[src/sv/trte_pkg.sv]
// Shared types and constants of the trajectory tracking error block.
`default_nettype none

package trte_pkg;

	localparam int JOINTS  = 7;
	localparam int ANGLE_W = 16;
	localparam int TIME_W  = 32;
	localparam int SLOT_W  = 9;
	localparam int SCALE_W = 16;
	localparam int ROWS_W  = 7;
	localparam int STEP_W  = 24;
	localparam int FRAC_W  = 12;
	localparam int ERR_W   = 24;
	localparam int JNUM_W  = 3;
	localparam int CIDX_W  = 3;
	localparam int CDATA_W = 32;
	localparam int WT_W    = FRAC_W + 1;
	localparam int TGT_W   = ANGLE_W + FRAC_W;
	localparam int DIFF_W  = TGT_W + 1;
	localparam int PROD_W  = DIFF_W + SCALE_W + 1;
	localparam int RND_SH  = 20;
	localparam int ERR_MAX = (1 << (ERR_W - 1)) - 1;
	localparam int ERR_MIN = -(1 << (ERR_W - 1));

	typedef enum logic [1:0] {
		MODE_CHUNK  = 2'd0,
		MODE_ANCHOR = 2'd1,
		MODE_EVAL   = 2'd2
	} mode_t;

	typedef enum logic [CIDX_W-1:0] {
		CFG_SCALE       = 3'd0,
		CFG_CHUNK_READY = 3'd1,
		CFG_INDEXED     = 3'd2,
		CFG_ROWS        = 3'd3,
		CFG_STEP        = 3'd4,
		CFG_START       = 3'd5,
		CFG_ANCHOR      = 3'd6
	} cfg_reg_t;

	typedef enum logic [1:0] {
		TGT_ZERO   = 2'd0,
		TGT_INTERP = 2'd1,
		TGT_ANCHOR = 2'd2
	} kind_t;

	typedef struct packed {
		logic [SCALE_W-1:0] scale;
		logic               chunk_ready;
		logic               indexed;
		logic [ROWS_W-1:0]  rows;
		logic [STEP_W-1:0]  step;
		logic [TIME_W-1:0]  start;
		logic               anchor_present;
	} cfg_t;

	// Register values after reset: only indexed mode is on.
	localparam cfg_t CFG_RESET = cfg_t'({SCALE_W'(0), 1'b0, 1'b1, ROWS_W'(0), STEP_W'(0),
		TIME_W'(0), 1'b0});

	typedef struct packed {
		mode_t                            mode;
		logic [TIME_W-1:0]                now_time;
		logic [SLOT_W-1:0]                word_slot;
		logic [ANGLE_W-1:0]               word_value;
		logic [JOINTS-1:0][ANGLE_W-1:0]   joint_pos;
	} item_t;

endpackage

`default_nettype wire

[src/sv/trte_if.sv]
// Channel interfaces: input items, result items and configuration writes.
`default_nettype none


interface trte_cfg_if import trte_pkg::*; ();
	logic               valid;
	logic               ready;
	logic [CIDX_W-1:0]  index;
	logic [CDATA_W-1:0] data;

	modport source (output valid, index, data, input ready);
	modport sink (input valid, index, data, output ready);
endinterface

`default_nettype wire

[src/sv/trte_cfg.sv]
// Configuration register file written through the configuration channel.
`default_nettype none

module trte_cfg import trte_pkg::*; (
	input  logic       clk,
	input  logic       arst_n,
	trte_cfg_if.sink   wr,
	output cfg_t       regs
);

	cfg_t cfg_q;

	assign wr.ready = 1'b1;
	assign regs     = cfg_q;

	always_ff @(posedge clk or negedge arst_n) begin
		if (!arst_n) begin
			cfg_q <= CFG_RESET;
		end else if (wr.valid) begin
			unique case (cfg_reg_t'(wr.index))
				CFG_SCALE:       cfg_q.scale          <= wr.data[SCALE_W-1:0];
				CFG_CHUNK_READY: cfg_q.chunk_ready    <= wr.data[0];
				CFG_INDEXED:     cfg_q.indexed        <= wr.data[0];
				CFG_ROWS:        cfg_q.rows           <= wr.data[ROWS_W-1:0];
				CFG_STEP:        cfg_q.step           <= wr.data[STEP_W-1:0];
				CFG_START:       cfg_q.start          <= wr.data[TIME_W-1:0];
				CFG_ANCHOR:      cfg_q.anchor_present <= wr.data[0];
				default: ;
			endcase
		end
	end

endmodule

`default_nettype wire

[src/flat_wrapper.sv]
// flat-port wrapper written by rule: the top's interface ports become plain ports
module trte_cfg_flat import trte_pkg::*;
  (clk, arst_n, regs, wr_valid, wr_index, wr_data, wr_ready);
  trte_cfg_if wr_i ();
  input  logic clk;
  input  logic arst_n;
  output cfg_t regs;
  input wire logic [$bits(wr_i.valid)-1:0] wr_valid;
  input wire logic [$bits(wr_i.index)-1:0] wr_index;
  input wire logic [$bits(wr_i.data)-1:0] wr_data;
  output wire logic [$bits(wr_i.ready)-1:0] wr_ready;
  assign wr_i.valid = wr_valid;
  assign wr_i.index = wr_index;
  assign wr_i.data = wr_data;
  assign wr_ready = wr_i.ready;
  trte_cfg u_core (.clk(clk), .arst_n(arst_n), .wr(wr_i), .regs(regs));
endmodule
[config.mk]
export PLATFORM = sky130hd
export DESIGN_NAME = trte_cfg_flat
export DESIGN_NICKNAME = d
export VERILOG_FILES = /design/src/sv/trte_pkg.sv /design/src/sv/trte_if.sv /design/src/sv/trte_cfg.sv /design/src/flat_wrapper.sv
export SDC_FILE = /design/constraint.sdc
export NUM_CORES = 1
export LEC_CHECK = 0
export ABC_CLOCK_PERIOD_IN_PS = 800
export BUFFER_PORTS_ARGS = -buffer_cell sky130_fd_sc_hd__buf_2
export CORE_UTILIZATION = 30
export DETAILED_ROUTE_END_ITERATION = 12
export HOLD_SLACK_MARGIN = 0.15
export PLACE_DENSITY = 0.58
export SLEW_MARGIN = 40
export SYNTH_ARGS = -nofsm -noshare
export SYNTH_HDL_FRONTEND = slang
export SYNTH_SLANG_ARGS = --single-unit
[constraint.sdc]
create_clock -name clk -period 0.8 [get_ports clk]
set_input_delay 0.12 -clock clk [delete_from_list [all_inputs] [get_ports clk]]
set_output_delay 0.12 -clock clk [all_outputs]
set_load 0.02 [all_outputs]
======== Word-level counts from Yosys, hierarchy flattened ========
Cells that the tools add are included.
storage, ports and cells
  register bits ........................... 82
  output and inout bits ................... 83
  bits of input ports ..................... 38
  word-level logic and storage cells ...... 21
cells by class
  reduce and logical (&&, ||, !) cells .... 8
  eq/ne operators ......................... 6
operator list
  operator            count
  $reduce_and 2->1    7
  $eq 3x3->1 const B  3
  $eq 3x2->1 const B  2
  $eq 3x1->1 const B  1
  $logic_not 3->1     1

======== Longest topological paths before layout ========
  depth after elaboration ................. 2
  gate-level depth with buffers ........... 5
  mapped depth without buffers ............ 2

======== Worst setup path after synthesis ========
OpenSTA, ideal clock, no wires.
  kind .................................... input to register
  start point ............................. in wr_index[0]
  end point ............................... reg u_core.cfg_q (netlist bit u_core.regs[71])
  slack ................................... -0.505 ns
  arrival ................................. 1.180 ns
  data required time ...................... 0.675 ns
  stages on the path ...................... 4
  path buffers ............................ 2
  setup time .............................. 0.125 ns
  path through ............................ buf_6 -> nor4b_4 -> buf_6 -> mux2_2
between the ends
  longest elaborated chain between the ends .. 2
RTL lines
  what                               RTL line           source
  start, declared                    flat_wrapper.sv:9  input wire logic [$bits(wr_i.index)-1:0] wr_index;
  $logic_not 3->1                    trte_cfg.sv:20     unique case (cfg_reg_t'(wr.index))
  $reduce_and 2->1 (no source line)  -
  end, declared                      trte_cfg.sv:11     cfg_t cfg_q;
No other way between the ends.
A chain may end at the register's enable or synchronous reset.

======== Final worst setup path ========
  start point ............................. reg u_core.cfg_q (netlist bit u_core.regs[64])
  end point ............................... out regs[64] (netlist name)
RTL lines
  what           RTL line           source
  end, declared  flat_wrapper.sv:7  output cfg_t regs;
No word-level cell between the ends.

==> summary.txt <==
Run status
  – Status: finished, violations left
  – Failing checks: negative setup slack

Clock network
  – TritonCTS clock tree: built
  – Clock tree buffer depth: 2
  – Total clock sinks: 82
  – CTS Root Cell: clkbuf_8
  – Clock slew at reported path FFs: 0.08 ns
  – Clock latency on the worst-skew pair: 0.35 ns
  – # H-tree levels: 3
  – Hold buffers post-CTS: 32
  – Number of CTS-inserted buffers: 9

Worst setup path
  – CP peak stage delay: 0.54 ns
  – FF-to-FF setup slack: -0.23 ns
  – Crit-path cells: buf_6
  – Crit path max-delay family: flip-flops
  – Setup crit start: u_core.regs[64]
  – Max FO, Critical Path: 2
  – Crit path to: regs[64]
  – CP Capture Type: output pin
  – Reg2reg start: u_core.regs[21]
  – Terminus of the critical flop-to-flop path: u_core.regs[21]
  – Crit path kind: reg2out
  – Crit. path cell count: 1
  – CP arrival: 1.01 ns
  – Req. time, crit path: 0.68 ns
  – Worst Reg-to-Reg Cells: 3
  – Crit path buf inv count: 1
  – Crit start category: flop
  – Critical path's slowest cell: dfstp_2

Yosys
  – Yosys top cell area share: 64.64%
  – Sequential-to-total area share from yosys stat: 65.48%
  – Synth area leaders: dfrtp_1 (65%), mux2_2 (29%), buf_6 (1.4%)
  – Synth Cell Area: 0.003136 sq mm
  – Dominant cell type by area after synthesis: dfrtp_1
  – Synthesized flop and latch total: 82
  – Synthesis Warnings: 0
  – Post-synth cell types: 12
  – Post-synthesis net count: 219
  – Cells after Synth: 181
  – Syn Area/Cell: 17.32 sq um

Floorplan
  – Initial Util: 31.50%
  – Chip Width: 104.2 microns
  – Placement row count: 36
  – Io pins: 121
  – Die area: 0.01086 sq mm
  – Placeable Area: 0.009955 sq mm
  – Vert. Die Dim: 104.2 microns

Power
  – Total power: 14.74 mW
  – Maximum vdd drop: 0.001470 V
  – Total leakage power: 2.915 nW
  – Pwr Density: 2485 mW/mm^2

Layout
  – P&R area growth vs syn: 89.27%
  – Diodes inserted: 0
  – Proportion of layout cells with a drive suffix above 1: 70.83%
  – Non-filler cells, final: 541
  – Nets@finish: 442
  – Fin util: 59.62%
  – Max FFs per register: 82
  – Post-route cell area: 0.005934 sq mm

Detailed routing
  – First drt pass iteration count: 4
  – Antenna Violating Nets Remaining: 0
  – Routed WL per cell: 17.34 microns
  – Number of DRC markers in iteration 0: 31
  – WL final: 9.381 mm
  – DR vias/cell: 4.464
  – Drt drc: 0
  – Via count: 2,415

Timing
  – Post-route setup TNS: -31.86 ns
  – Final setup margin: -0.3268 ns
  – Fmax: 887.4 MHz
  – Period utilisation layout: 140.9%
  – Setup-failing EPs final: 164
  – WHS: 0.09731 ns
  – Min Tclk post-route: 1.127 ns
  – Clock Skews: 0 ns
  – RSZ-0062 raised after global routing: true
  – Max-slew violations: 0
  – Fin. Hold Viols: 0

GRT
  – GRT Util Overall: 17.63%
  – Met2 track demand over resource: 30.29%
  – Vias in the first global route: 2,594
  – GR peak layer: met2
  – GRT met1 Usage: 20.51%
  – Initial antenna violation count: 0
  – First-pass GRT wire length: 14.30 mm
  – GRT met3 Usage: 5.764%
  – Remaining global-route overflow: 0
  – Largest net degree at the start of global routing: 38

Place
  – # port buffers: 119
  – Setup slack after placement: -0.4880 ns
  – Placed Instances: 437
  – Post-Place Cell Area: 0.004158 sq mm
  – Post-DP HPWL: 4.750 mm
  – GP Congestion: 0.7244

Job
  – Maximum capacitance violations: 0

Hold path
  – Worst hold path type: in2reg
==> routing by layer <==
layer | vias up | wire length (microns)
li1 | 1088 | -
met1 | 1228 | 3957
met2 | 83 | 4762
met3 | 16 | 504
met4 | 0 | 157
met5 | - | 0
==> cell type report <==
class | instances | area (sq um)
clock inverters | 3 | 40.04
well taps | 133 | 166.4
fillers | 793 | 4020
clock buffers | 12 | 145.1
repair buffers | 221 | 2258
multi-input cells | 90 | 1271
flip-flops and latches | 82 | 2053
==> kinds of logic after synthesis <==
kind of cell  Yosys count  share of synthesized area (%)
mux                    82                          29.45
flops                  82                          65.48
other cells             1                         0.1196
simple gates            7                          2.634
buf+inv                 9                          2.314
==> Yosys cell counts (all sizes together) <==
library cell	number
dfstp	1
dfrtp	81
conb	1
buf	9
nor4bb	2
mux2	82
and4bb	1
nand4b	3
nor4b	1
==> how the worst min path moves through the flow <==
stage                    start               to  cells past startpoint  slack (ns)
finish              wr_data[0]   u_core.regs[0]                      2         0.1
global route        wr_data[0]   u_core.regs[0]                      2        0.08
CTS                 wr_data[0]   u_core.regs[0]                      2        0.07
detailed placement      arst_n  u_core.regs[29]                      1       -0.02
global placement        arst_n  u_core.regs[28]                      1       -0.02
floorplan               arst_n   u_core.regs[0]                      0       -0.18
==> timing repair <==
action	in CTS	in global routing
endpoints found under the setup margin	144	164
resized for setup	206	30
gates cloned	6	0
pin swaps	3	1
buffers inserted	38	23
endpoints found under the hold margin	164	7
==> power by group <==
part / leakage (nW) / switching (mW) / internal (mW)
Sequential: 0.983 / 0.733 / 5.07
Combinational: 1.84 / 2.31 / 3.71
Clock: 0.0962 / 1.41 / 1.50
Total: 2.91 / 4.45 / 10.3
==> cell usage in the layout (no fill, tap or decap), drive strengths merged <==
cell         count
nor4b            1
clkinv           2
clkbuf          13
bufinv           1
nor4bb           2
buf            188
conb             1
dlygate4sd3     32
dfstp            1
mux2            82
dfrtp           81
and4bb           1
nand4b           3
Note: power is estimated with default switching activity, not from simulation.
