--- config.mk ---
export PLATFORM = sky130hd
export DESIGN_NAME = trte_index_flat
export DESIGN_NICKNAME = d
export VERILOG_FILES = /design/src/sv/trte_pkg.sv /design/src/sv/trte_if.sv /design/src/sv/trte_index.sv /design/src/flat_wrapper.sv
export SDC_FILE = /design/constraint.sdc
export NUM_CORES = 2
export LEC_CHECK = 0
export BUFFER_PORTS_ARGS = -buffer_cell sky130_fd_sc_hd__buf_2
export CAP_MARGIN = 20
export CORE_AREA = 2 2 587 589
export DETAILED_ROUTE_END_ITERATION = 8
export DIE_AREA = 0 0 589 591
export PLACE_DENSITY_LB_ADDON = 0.3
export SLEW_MARGIN = 25
export SYNTH_ARGS = -nofsm -noshare
export SYNTH_HDL_FRONTEND = slang
export SYNTH_MEMORY_MAX_BITS = 65536
export SYNTH_SLANG_ARGS = --single-unit
--- constraint.sdc ---
create_clock -name clk -period 151.3 [get_ports clk]
set_input_delay 15.13 -clock clk [delete_from_list [all_inputs] [get_ports clk]]
set_output_delay 15.13 -clock clk [all_outputs]
set_load 0.005 [all_outputs]
--- src/sv/trte_pkg.sv ---
// Shared types and constants of the trajectory tracking error block.
`default_nettype none

package trte_pkg;

	localparam int JOINTS  = 7;
	localparam int ANGLE_W = 16;
	localparam int TIME_W  = 32;
	localparam int SLOT_W  = 9;
	localparam int SCALE_W = 16;
	localparam int ROWS_W  = 7;
	localparam int STEP_W  = 24;
	localparam int FRAC_W  = 12;
	localparam int ERR_W   = 24;
	localparam int JNUM_W  = 3;
	localparam int CIDX_W  = 3;
	localparam int CDATA_W = 32;
	localparam int WT_W    = FRAC_W + 1;
	localparam int TGT_W   = ANGLE_W + FRAC_W;
	localparam int DIFF_W  = TGT_W + 1;
	localparam int PROD_W  = DIFF_W + SCALE_W + 1;
	localparam int RND_SH  = 20;
	localparam int ERR_MAX = (1 << (ERR_W - 1)) - 1;
	localparam int ERR_MIN = -(1 << (ERR_W - 1));

	typedef enum logic [1:0] {
		MODE_CHUNK  = 2'd0,
		MODE_ANCHOR = 2'd1,
		MODE_EVAL   = 2'd2
	} mode_t;

	typedef enum logic [CIDX_W-1:0] {
		CFG_SCALE       = 3'd0,
		CFG_CHUNK_READY = 3'd1,
		CFG_INDEXED     = 3'd2,
		CFG_ROWS        = 3'd3,
		CFG_STEP        = 3'd4,
		CFG_START       = 3'd5,
		CFG_ANCHOR      = 3'd6
	} cfg_reg_t;

	typedef enum logic [1:0] {
		TGT_ZERO   = 2'd0,
		TGT_INTERP = 2'd1,
		TGT_ANCHOR = 2'd2
	} kind_t;

	typedef struct packed {
		logic [SCALE_W-1:0] scale;
		logic               chunk_ready;
		logic               indexed;
		logic [ROWS_W-1:0]  rows;
		logic [STEP_W-1:0]  step;
		logic [TIME_W-1:0]  start;
		logic               anchor_present;
	} cfg_t;

	// Register values after reset: only indexed mode is on.
	localparam cfg_t CFG_RESET = cfg_t'({SCALE_W'(0), 1'b0, 1'b1, ROWS_W'(0), STEP_W'(0),
		TIME_W'(0), 1'b0});

	typedef struct packed {
		mode_t                            mode;
		logic [TIME_W-1:0]                now_time;
		logic [SLOT_W-1:0]                word_slot;
		logic [ANGLE_W-1:0]               word_value;
		logic [JOINTS-1:0][ANGLE_W-1:0]   joint_pos;
	} item_t;

endpackage

`default_nettype wire

--- src/sv/trte_if.sv ---
// Channel interfaces: input items, result items and configuration writes.
`default_nettype none

interface trte_item_if import trte_pkg::*; ();
	logic                      valid;
	logic                      ready;
	logic [1:0]                mode;
	logic [TIME_W-1:0]         now_time;
	logic [SLOT_W-1:0]         word_slot;
	logic signed [ANGLE_W-1:0] word_value;
	logic signed [ANGLE_W-1:0] joint_pos_0;
	logic signed [ANGLE_W-1:0] joint_pos_1;
	logic signed [ANGLE_W-1:0] joint_pos_2;
	logic signed [ANGLE_W-1:0] joint_pos_3;
	logic signed [ANGLE_W-1:0] joint_pos_4;
	logic signed [ANGLE_W-1:0] joint_pos_5;
	logic signed [ANGLE_W-1:0] joint_pos_6;

	modport source (output valid, mode, now_time, word_slot, word_value, joint_pos_0,
		joint_pos_1, joint_pos_2, joint_pos_3, joint_pos_4, joint_pos_5, joint_pos_6,
		input ready);
	modport sink (input valid, mode, now_time, word_slot, word_value, joint_pos_0,
		joint_pos_1, joint_pos_2, joint_pos_3, joint_pos_4, joint_pos_5, joint_pos_6,
		output ready);
endinterface


`default_nettype wire

--- src/sv/trte_index.sv ---
// Front pipeline: target selection and a one-bit-per-stage divider for the row index.
`default_nettype none

module trte_index import trte_pkg::*; #(
	parameter int MAX_ROWS = 64,
	localparam int QB = $clog2(MAX_ROWS)
) (
	input  logic              clk,
	input  logic              arst_n,
	input  cfg_t              regs,
	trte_item_if.sink         item,
	output logic              out_valid,
	input  logic              out_ready,
	output item_t             out_item,
	output kind_t             out_kind,
	output logic [QB-1:0]     out_lo,
	output logic [QB-1:0]     out_hi,
	output logic [FRAC_W-1:0] out_frac
);

	localparam int NS  = QB + FRAC_W;
	localparam int RW  = STEP_W + QB;
	localparam int CW  = (RW > TIME_W) ? RW : TIME_W;
	localparam int MRW = $clog2(MAX_ROWS + 1);
	localparam int RSW = (MRW > ROWS_W) ? MRW : ROWS_W;

	typedef struct packed {
		item_t             itm;
		kind_t             kind;
		logic [QB-1:0]     rowsm1;
		logic [TIME_W-1:0] d;
		logic [RW-1:0]     lim;
	} head_t;

	typedef struct packed {
		item_t         itm;
		kind_t         kind;
		logic [QB-1:0] rowsm1;
		logic          clamp;
		logic [RW-1:0] rem;
		logic [NS-1:0] quo;
	} div_t;

	item_t          in_itm;
	logic [RSW-1:0] rows_raw;
	logic [RSW-1:0] rows_sel;
	logic [QB-1:0]  rowsm1_c;
	logic [TIME_W:0] dsub;
	logic           usable;
	kind_t          kind_c;
	logic           adv;

	logic  v_s1;
	head_t h_s1;
	// Element k holds pipeline stage 2 + k.
	logic  v_s2  [0:NS];
	div_t  dv_s2 [0:NS];

	logic [QB-1:0] q_idx;

	assign adv        = !v_s2[NS] || out_ready;
	assign item.ready = adv;

	always_comb begin
		in_itm.mode         = mode_t'(item.mode);
		in_itm.now_time     = item.now_time;
		in_itm.word_slot    = item.word_slot;
		in_itm.word_value   = item.word_value;
		in_itm.joint_pos[0] = item.joint_pos_0;
		in_itm.joint_pos[1] = item.joint_pos_1;
		in_itm.joint_pos[2] = item.joint_pos_2;
		in_itm.joint_pos[3] = item.joint_pos_3;
		in_itm.joint_pos[4] = item.joint_pos_4;
		in_itm.joint_pos[5] = item.joint_pos_5;
		in_itm.joint_pos[6] = item.joint_pos_6;

		rows_raw = RSW'(regs.rows);
		rows_sel = (rows_raw > RSW'(MAX_ROWS)) ? RSW'(MAX_ROWS) : rows_raw;
		rowsm1_c = QB'(rows_sel - RSW'(1));
		dsub     = {1'b0, item.now_time} - {1'b0, regs.start};
		usable   = regs.indexed && (rows_sel >= RSW'(2)) && (regs.step != '0)
			&& !dsub[TIME_W];

		priority if (regs.scale == '0 || !regs.chunk_ready) begin
			kind_c = TGT_ZERO;
		end else if (usable) begin
			kind_c = TGT_INTERP;
		end else if (regs.anchor_present) begin
			kind_c = TGT_ANCHOR;
		end else begin
			kind_c = TGT_ZERO;
		end
	end

	// Stage 1: elapsed time and the time at which the last row is reached.
	always_ff @(posedge clk or negedge arst_n) begin
		if (!arst_n) begin
			v_s1 <= 1'b0;
		end else if (adv) begin
			v_s1 <= item.valid;
		end
	end

	always_ff @(posedge clk) begin
		if (adv) begin
			h_s1.itm    <= in_itm;
			h_s1.kind   <= kind_c;
			h_s1.rowsm1 <= rowsm1_c;
			h_s1.d      <= dsub[TIME_W-1:0];
			h_s1.lim    <= RW'(RW'(rowsm1_c) * RW'(regs.step));
		end
	end

	// Stage 2: clamp decision and divider setup.
	always_ff @(posedge clk or negedge arst_n) begin
		if (!arst_n) begin
			v_s2[0] <= 1'b0;
		end else if (adv) begin
			v_s2[0] <= v_s1;
		end
	end

	always_ff @(posedge clk) begin
		if (adv) begin
			dv_s2[0].itm    <= h_s1.itm;
			dv_s2[0].kind   <= h_s1.kind;
			dv_s2[0].rowsm1 <= h_s1.rowsm1;
			dv_s2[0].clamp  <= CW'(h_s1.d) >= CW'(h_s1.lim);
			dv_s2[0].rem    <= RW'(h_s1.d);
			dv_s2[0].quo    <= '0;
		end
	end

	// Restoring division: integer bits first, then the fraction bits.
	for (genvar k = 0; k < NS; k++) begin : g_div
		logic [RW-1:0] cand;
		logic [RW-1:0] dvsr;
		logic          take;
		div_t          nxt;

		if (k < QB) begin : g_int
			assign cand = dv_s2[k].rem;
			assign dvsr = RW'(regs.step) << (QB - 1 - k);
		end else begin : g_frac
			assign cand = dv_s2[k].rem << 1;
			assign dvsr = RW'(regs.step);
		end

		assign take = cand >= dvsr;

		always_comb begin
			nxt             = dv_s2[k];
			nxt.rem         = take ? (cand - dvsr) : cand;
			nxt.quo[NS-1-k] = take;
		end

		always_ff @(posedge clk or negedge arst_n) begin
			if (!arst_n) begin
				v_s2[k+1] <= 1'b0;
			end else if (adv) begin
				v_s2[k+1] <= v_s2[k];
			end
		end

		always_ff @(posedge clk) begin
			if (adv) begin
				dv_s2[k+1] <= nxt;
			end
		end
	end

	assign q_idx     = dv_s2[NS].quo[NS-1:FRAC_W];
	assign out_valid = v_s2[NS];
	assign out_item  = dv_s2[NS].itm;
	assign out_kind  = dv_s2[NS].kind;
	assign out_lo    = dv_s2[NS].clamp ? dv_s2[NS].rowsm1 : q_idx;
	assign out_hi    = dv_s2[NS].clamp ? dv_s2[NS].rowsm1 : q_idx + QB'(1);
	assign out_frac  = dv_s2[NS].clamp ? '0 : dv_s2[NS].quo[FRAC_W-1:0];

endmodule

`default_nettype wire

--- src/flat_wrapper.sv ---
// flat-port wrapper written by rule: the top's interface ports become plain ports
module trte_index_flat import trte_pkg::*;
#(
	parameter int MAX_ROWS = 64,
	localparam int QB = $clog2(MAX_ROWS)
)
  (clk, arst_n, regs, out_valid, out_ready, out_item, out_kind, out_lo, out_hi, out_frac, item_valid, item_mode, item_now_time, item_word_slot, item_word_value, item_joint_pos_0, item_joint_pos_1, item_joint_pos_2, item_joint_pos_3, item_joint_pos_4, item_joint_pos_5, item_joint_pos_6, item_ready);
  trte_item_if item_i ();
  input  logic clk;
  input  logic arst_n;
  input  cfg_t regs;
  output logic out_valid;
  input  logic out_ready;
  output item_t out_item;
  output kind_t out_kind;
  output logic [QB-1:0] out_lo;
  output logic [QB-1:0] out_hi;
  output logic [FRAC_W-1:0] out_frac;
  input wire logic [$bits(item_i.valid)-1:0] item_valid;
  input wire logic [$bits(item_i.mode)-1:0] item_mode;
  input wire logic [$bits(item_i.now_time)-1:0] item_now_time;
  input wire logic [$bits(item_i.word_slot)-1:0] item_word_slot;
  input wire logic [$bits(item_i.word_value)-1:0] item_word_value;
  input wire logic [$bits(item_i.joint_pos_0)-1:0] item_joint_pos_0;
  input wire logic [$bits(item_i.joint_pos_1)-1:0] item_joint_pos_1;
  input wire logic [$bits(item_i.joint_pos_2)-1:0] item_joint_pos_2;
  input wire logic [$bits(item_i.joint_pos_3)-1:0] item_joint_pos_3;
  input wire logic [$bits(item_i.joint_pos_4)-1:0] item_joint_pos_4;
  input wire logic [$bits(item_i.joint_pos_5)-1:0] item_joint_pos_5;
  input wire logic [$bits(item_i.joint_pos_6)-1:0] item_joint_pos_6;
  output wire logic [$bits(item_i.ready)-1:0] item_ready;
  assign item_i.valid = item_valid;
  assign item_i.mode = item_mode;
  assign item_i.now_time = item_now_time;
  assign item_i.word_slot = item_word_slot;
  assign item_i.word_value = item_word_value;
  assign item_i.joint_pos_0 = item_joint_pos_0;
  assign item_i.joint_pos_1 = item_joint_pos_1;
  assign item_i.joint_pos_2 = item_joint_pos_2;
  assign item_i.joint_pos_3 = item_joint_pos_3;
  assign item_i.joint_pos_4 = item_joint_pos_4;
  assign item_i.joint_pos_5 = item_joint_pos_5;
  assign item_i.joint_pos_6 = item_joint_pos_6;
  assign item_ready = item_i.ready;
  trte_index #(.MAX_ROWS(MAX_ROWS)) u_core (.clk(clk), .arst_n(arst_n), .regs(regs), .item(item_i), .out_valid(out_valid), .out_ready(out_ready), .out_item(out_item), .out_kind(out_kind), .out_lo(out_lo), .out_hi(out_hi), .out_frac(out_frac));
endmodule
Yosys cells after proc, flatten, opt, wreduce, memory -nomap -nowiden --
Memory sizes are Yosys's and may differ from the RTL's. Index checks and enable logic that the tools add are counted.
Cells by class: add/subtract/negate cells 21, multipliers 1, order comparisons 21, mux-type cells 26, reduce and logical (&&, ||, !) cells 11
Operators with widths (number):
- 30-bit two-way mux | 18
- 30-bit by 24-bit greater-or-equal comparator with 1-bit output | 13
- 30-bit by 24-bit subtractor with 30-bit output | 13
- 32-bit by 32-bit subtractor with 33-bit output | 1
- 32-bit by 30-bit greater-or-equal comparator with 1-bit output | 1
- 30-bit by 25-bit greater-or-equal comparator with 1-bit output | 1
- 30-bit by 26-bit greater-or-equal comparator with 1-bit output | 1
- 30-bit by 27-bit greater-or-equal comparator with 1-bit output | 1
- 30-bit by 28-bit greater-or-equal comparator with 1-bit output | 1
- 30-bit by 29-bit greater-or-equal comparator with 1-bit output | 1
- 6-bit by 24-bit multiplier with 30-bit output | 1
- 30-bit by 25-bit subtractor with 30-bit output | 1
- 30-bit by 26-bit subtractor with 30-bit output | 1
- 30-bit by 27-bit subtractor with 30-bit output | 1
- 30-bit by 28-bit subtractor with 30-bit output | 1
- 30-bit by 29-bit subtractor with 30-bit output | 1
- 24-bit nonzero test | 1
- 16-bit zero test | 1
- 12-bit two-way mux | 1
- 6-bit two-way mux | 2
- 7-bit by 2-bit greater-or-equal comparator with 1-bit output (second input constant) | 1
- 7-bit greater-than comparator (second input constant) | 1
- 7-bit two-way mux | 1
- 6-bit by 1-bit adder with 6-bit output (second input constant) | 1
- 7 further kinds | 14
Storage, ports and cells: register bits 261, RAM bits 4332, bits of input ports 257, output and inout bits 199, memories kept 1
Memories:
- u_core.dv_s2 | depth 19, width 228, read ports 19, clocked after Yosys merged registers in 0, write ports 19, line trte_index.sv:57 | div_t dv_s2 [0:NS];

Longest topological paths before layout --
depth in word-level cells 7, mapped depth 23, gate-level depth less buffers 20

Worst setup path after synthesis --
Ideal clock, no wire load.
path type in2out, start point input out_ready, end point output item_ready, arrival 132.704 ns, required time 136.170 ns, slack 3.466 ns, stages 2, cells stage by stage nand2b_1 -> clkbuf_1
On the way: word-level cells in the longest chain between the ends 1
RTL lines:
- start, declared | line flat_wrapper.sv:13 | input logic out_ready;
- 1-bit logical OR | line trte_index.sv:61 | assign adv = !v_s2[NS] || out_ready;
- end, declared | line flat_wrapper.sv:31 | output wire logic [$bits(item_i.ready)-1:0] item_ready;
No other way between the ends.

Final worst setup path --
Ends and elaborated chain as after synthesis.

==> results <==
- The residual DRC count is 0.
- Fill cells in the final layout number 26080.
- The detailed router finished its first iteration with 7025 violations.
- The global route total overflow is 0.
- The number of hold buffers added after cts is 0.
- At the pin with the least slew margin, the transition time is around 1.2 ns.
- For this configuration, the core starts out at a cell density of 0.4881.
- Summed over all instances, the cell type with the most area after synthesis is sky130_fd_sc_hd__edfxtp_1.
- The worst setup slack after placement is about 120 ns.
- After detailed routing, the number of vias per cell comes to 5.278.
- The first-pass detailed-route iteration total is 6.
- The number of buffers added by the clock tree synthesis step is between 400 and 500.
- The number of hold violations in the final report is 0.
- The clock tree buffer depth is 4.
- The clock sink count is 4380.
- The smallest clock period supported by the final layout is computed as around 31 ns.
- Synthesis inferred 4380 register bits.
- The sequential-to-total area share from yosys stat is 0.7876.
- The endpoint kind of the worst setup timing path is an output port.
- The switching share of power is 0.2803.
- Setup repair after global routing left no endpoint under its margin.
- The die is between 500 and 600 um wide.
- The maximum fanout along the worst path is 24.
- Detailed placement finished with a half-perimeter wire length of 182.7 mm.
- The clock transition at the registers of the reported paths is 0.06 ns.
- Of the total power, registers draw 0.528.
- The finished layout holds 15100 standard cells, fillers aside.
- The first global-routing pass estimated 443.9 mm of wire.
- The warning count from the yosys run is 0.
- The total vias in the final route is 79690.
- The number of pins with negative max-slew slack in the final report was 0.
- The worst min-delay path class is flop to flop.
- Entering global routing, the biggest net connects 201 pins.
- The gate count of the mapped netlist is approximately 9500.
- A synthesized cell averages 17.57 sq um.
- Across the routed clock network, the largest skew measured is 0.03709 ns.
- The worst setup path is of the input pin to output port kind.
- Internal power comes to 2.975 mW.
- The area growth from synthesis to layout is 12.69%.
- The net switching power of the design is 1.159 mW.
- The run finished with clean final reports.
- The post-route clock period utilization is 0.2064.
- Of the post-synthesis cell area, the dominant cell type holds 0.7846.
- The largest vdd supply drop is around 12 uV.
- The worst setup path is launched from an input pin.
- The clock tree from TritonCTS is done.
- In the synthesized netlist, the cells that appear most often are 4360 x sky130_fd_sc_hd__edfxtp_1, 534 x sky130_fd_sc_hd__ha_1, 500 x sky130_fd_sc_hd__nand2_1.
- Clock latency on the worst-skew pair, taken at its later pin, is 0.96 ns.
- The final net count is between 10000 and 15000.
- The count of pins on the block boundary is between 400 and 500.
- The routed design has between 200 and 300 mm of wire.
- The total power per unit cell area is roughly 22 mW/mm^2.
- The initial antenna violation count is 48.
- The count of buffers from port buffering is between 400 and 500.
- The number of instances in the placed design is 14290.
- In this run, synthesis inferred 4360 flip-flops with an integrated enable.
- After synthesis the cells add up to 0.1669 sq mm.
- The routed wirelength normalized by instance count is 19.17 um.
- The site row count is 215.
- Timing would allow up to around 0.032 GHz.
- The clock share of power is 0.252.
- The relative slew slack is 0.2253.
- The total area inside the core boundary comes to about 0.34 sq mm.
- Of the cells placed in the final design, the portion with a size suffix greater than 1 is 0.1306.
- The most common cell in the synthesized netlist is sky130_fd_sc_hd__edfxtp_1.
- The via count of the first global-routing pass was between 70000 and 80000.
- Setup total negative slack on the finished layout was measured at 0 ns.
- Counting distinct cell types in the post-synthesis netlist gives 102.
- The count of cells resized by post-cts repair is 0.
- The final worst-path setup slack is roughly 120 ns.
- The area of the die is ~0.35 sq mm.
- The H-tree level count is 5.
- The required time at the endpoint of the critical path is 136.17 ns.
- Setup violations remaining at the end of the flow were counted as 0.
- The master cell of the clock root buffer is sky130_fd_sc_hd__clkbuf_16.
- The minimum hold slack is 0.3844 ns.
- The number of nets handed over by synthesis was 10390.
- The global-route total usage across every layer is 0.1625.
- The placer congestion estimate is 0.8886.
- After synthesis, the share of flip-flops with an asynchronous set or reset is 0.004566.
- Across the run, the number of max-cap violations was 0.
- The number of buffers inserted to repair setup after CTS is 0.
- Of the total power, combinational logic draws 0.220.
- The most used flip-flop cell after synthesis is sky130_fd_sc_hd__edfxtp_1.
- The arrival time at the worst endpoint is 16.10 ns.
- The die boundary height is 591 um.
- The number of nets with antenna violations after routing is 0.
- By area the synthesized netlist is led by sky130_fd_sc_hd__edfxtp_1 78%, sky130_fd_sc_hd__ha_1 4.0%, sky130_fd_sc_hd__a21oi_1 1.5%.
- The total power after layout is 4.134 mW.
- The analysis attributes to cell leakage a power of 68.55 nW.
[layer usage]
| metal | wire length (um) | vias to the layer above | global-route usage |
|---|---|---|---|
| li1 | - | 37720 | - |
| met1 | 128300 | 39200 | 0.2244 |
| met2 | 135800 | 2097 | 0.2617 |
| met3 | 14620 | 664 | 0.02702 |
| met4 | 10740 | 2 | 0.05955 |
| met5 | 13 | - | 0 |
[flip-flops by register name (all words and copies together) (netlist names)]
| name | count |
|---|---|
| u_core.dv_s2 | 4119 |
| u_core.v_s1 | 1 |
| u_core.out_valid | 1 |
| u_core.v_s2 | 18 |
| u_core.h_s1 | 241 |
[final cells by class]
cell class / instances / area [sq um] / share of cell area
antenna: 14 / 35.03 / 0.0001863
clock buffer: 513 / 11130 / 0.05920
clock inverter: 281 / 2927 / 0.01556
inverter: 313 / 1175 / 0.006248
multi-input combinational: 4486 / 32390 / 0.1722
sequential: 4380 / 131400 / 0.6989
tap: 4557 / 5702 / 0.03032
timing repair buffer: 553 / 3268 / 0.01738
[path summary, 6_finish.rpt]
path | from | endpoint | slack [ns] | cells after the start
max in group asynchronous | arst_n | u_core.v_s2[12] | 136.85 | 1
worst min-delay path | u_core.dv_s2[6][162] | u_core.dv_s2[7][162] | 0.38 | 0
worst min register to register | u_core.dv_s2[6][162] | u_core.dv_s2[7][162] | 0.38 | 0
min in group asynchronous | arst_n | u_core.v_s1 | 14.14 | 1
worst max register to register | u_core.out_valid | u_core.dv_s2[0][62] | 144.73 | 8
worst max-delay path | out_ready | item_ready | 120.07 | 3
[cell families (layout without fill, tap and decap cells)]
| logic type | Yosys count | count (layout) | share of synthesized area |
|---|---|---|---|
| mux | 138 | 138 | 0.009185 |
| simple gates | 1677 | 1677 | 0.04791 |
| compound gates | 1598 | 1598 | 0.06123 |
| other cells | 0 | 14 | 0 |
| flops | 4380 | 4380 | 0.7876 |
| xor+xnor | 432 | 432 | 0.02267 |
| fa+ha+maj | 641 | 641 | 0.05287 |
| buf+inv | 630 | 1660 | 0.01857 |
[power by group through the flow]
| stage | clock network (mW) | registers [mW] | logic [mW] |
|---|---|---|---|
| detailed placement | 0 | 2.21 | 0.895 |
| CTS | 1.08 | 2.19 | 0.903 |
| global route | 1.12 | 2.23 | 1.01 |
| floorplan | 0 | 3.70 | 0.698 |
| global placement | 0 | 2.19 | 0.876 |
| finish | 1.04 | 2.18 | 0.908 |
[critical path, stage by stage]
cell and delay [ns]:
sky130_fd_sc_hd__buf_2 0.10, sky130_fd_sc_hd__nand2b_4 0.53, sky130_fd_sc_hd__buf_2 0.28
[per-stage QoR]
step / utilization / cell area (sq um)
finish: 0.5500 / 188100
global route: 0.5499 / 188000
CTS: 0.5495 / 187900
detailed placement: 0.5084 / 173800
global placement: 0.5083 / 173800
floorplan: - / 166900
[placed cells by master (no fill, tap or decap), drive strengths merged, types with 45 or more instances in the layout]
cell / n
edfxtp: 4360
buf: 553
ha: 534
clkbuf: 513
a21oi: 504
nand2: 500
nor2: 452
o21ai: 390
inv: 323
xnor2: 243
a21o: 203
clkinv: 201
xor2: 189
mux2: 121
nor3: 114
fa: 107
nand3: 100
nor2b: 97
o21a: 90
nand2b: 89
nand4: 68
and3: 48
o21bai: 48
nor4: 47
o31ai: 46
a211oi: 45
(Power assumes the default switching activity.)
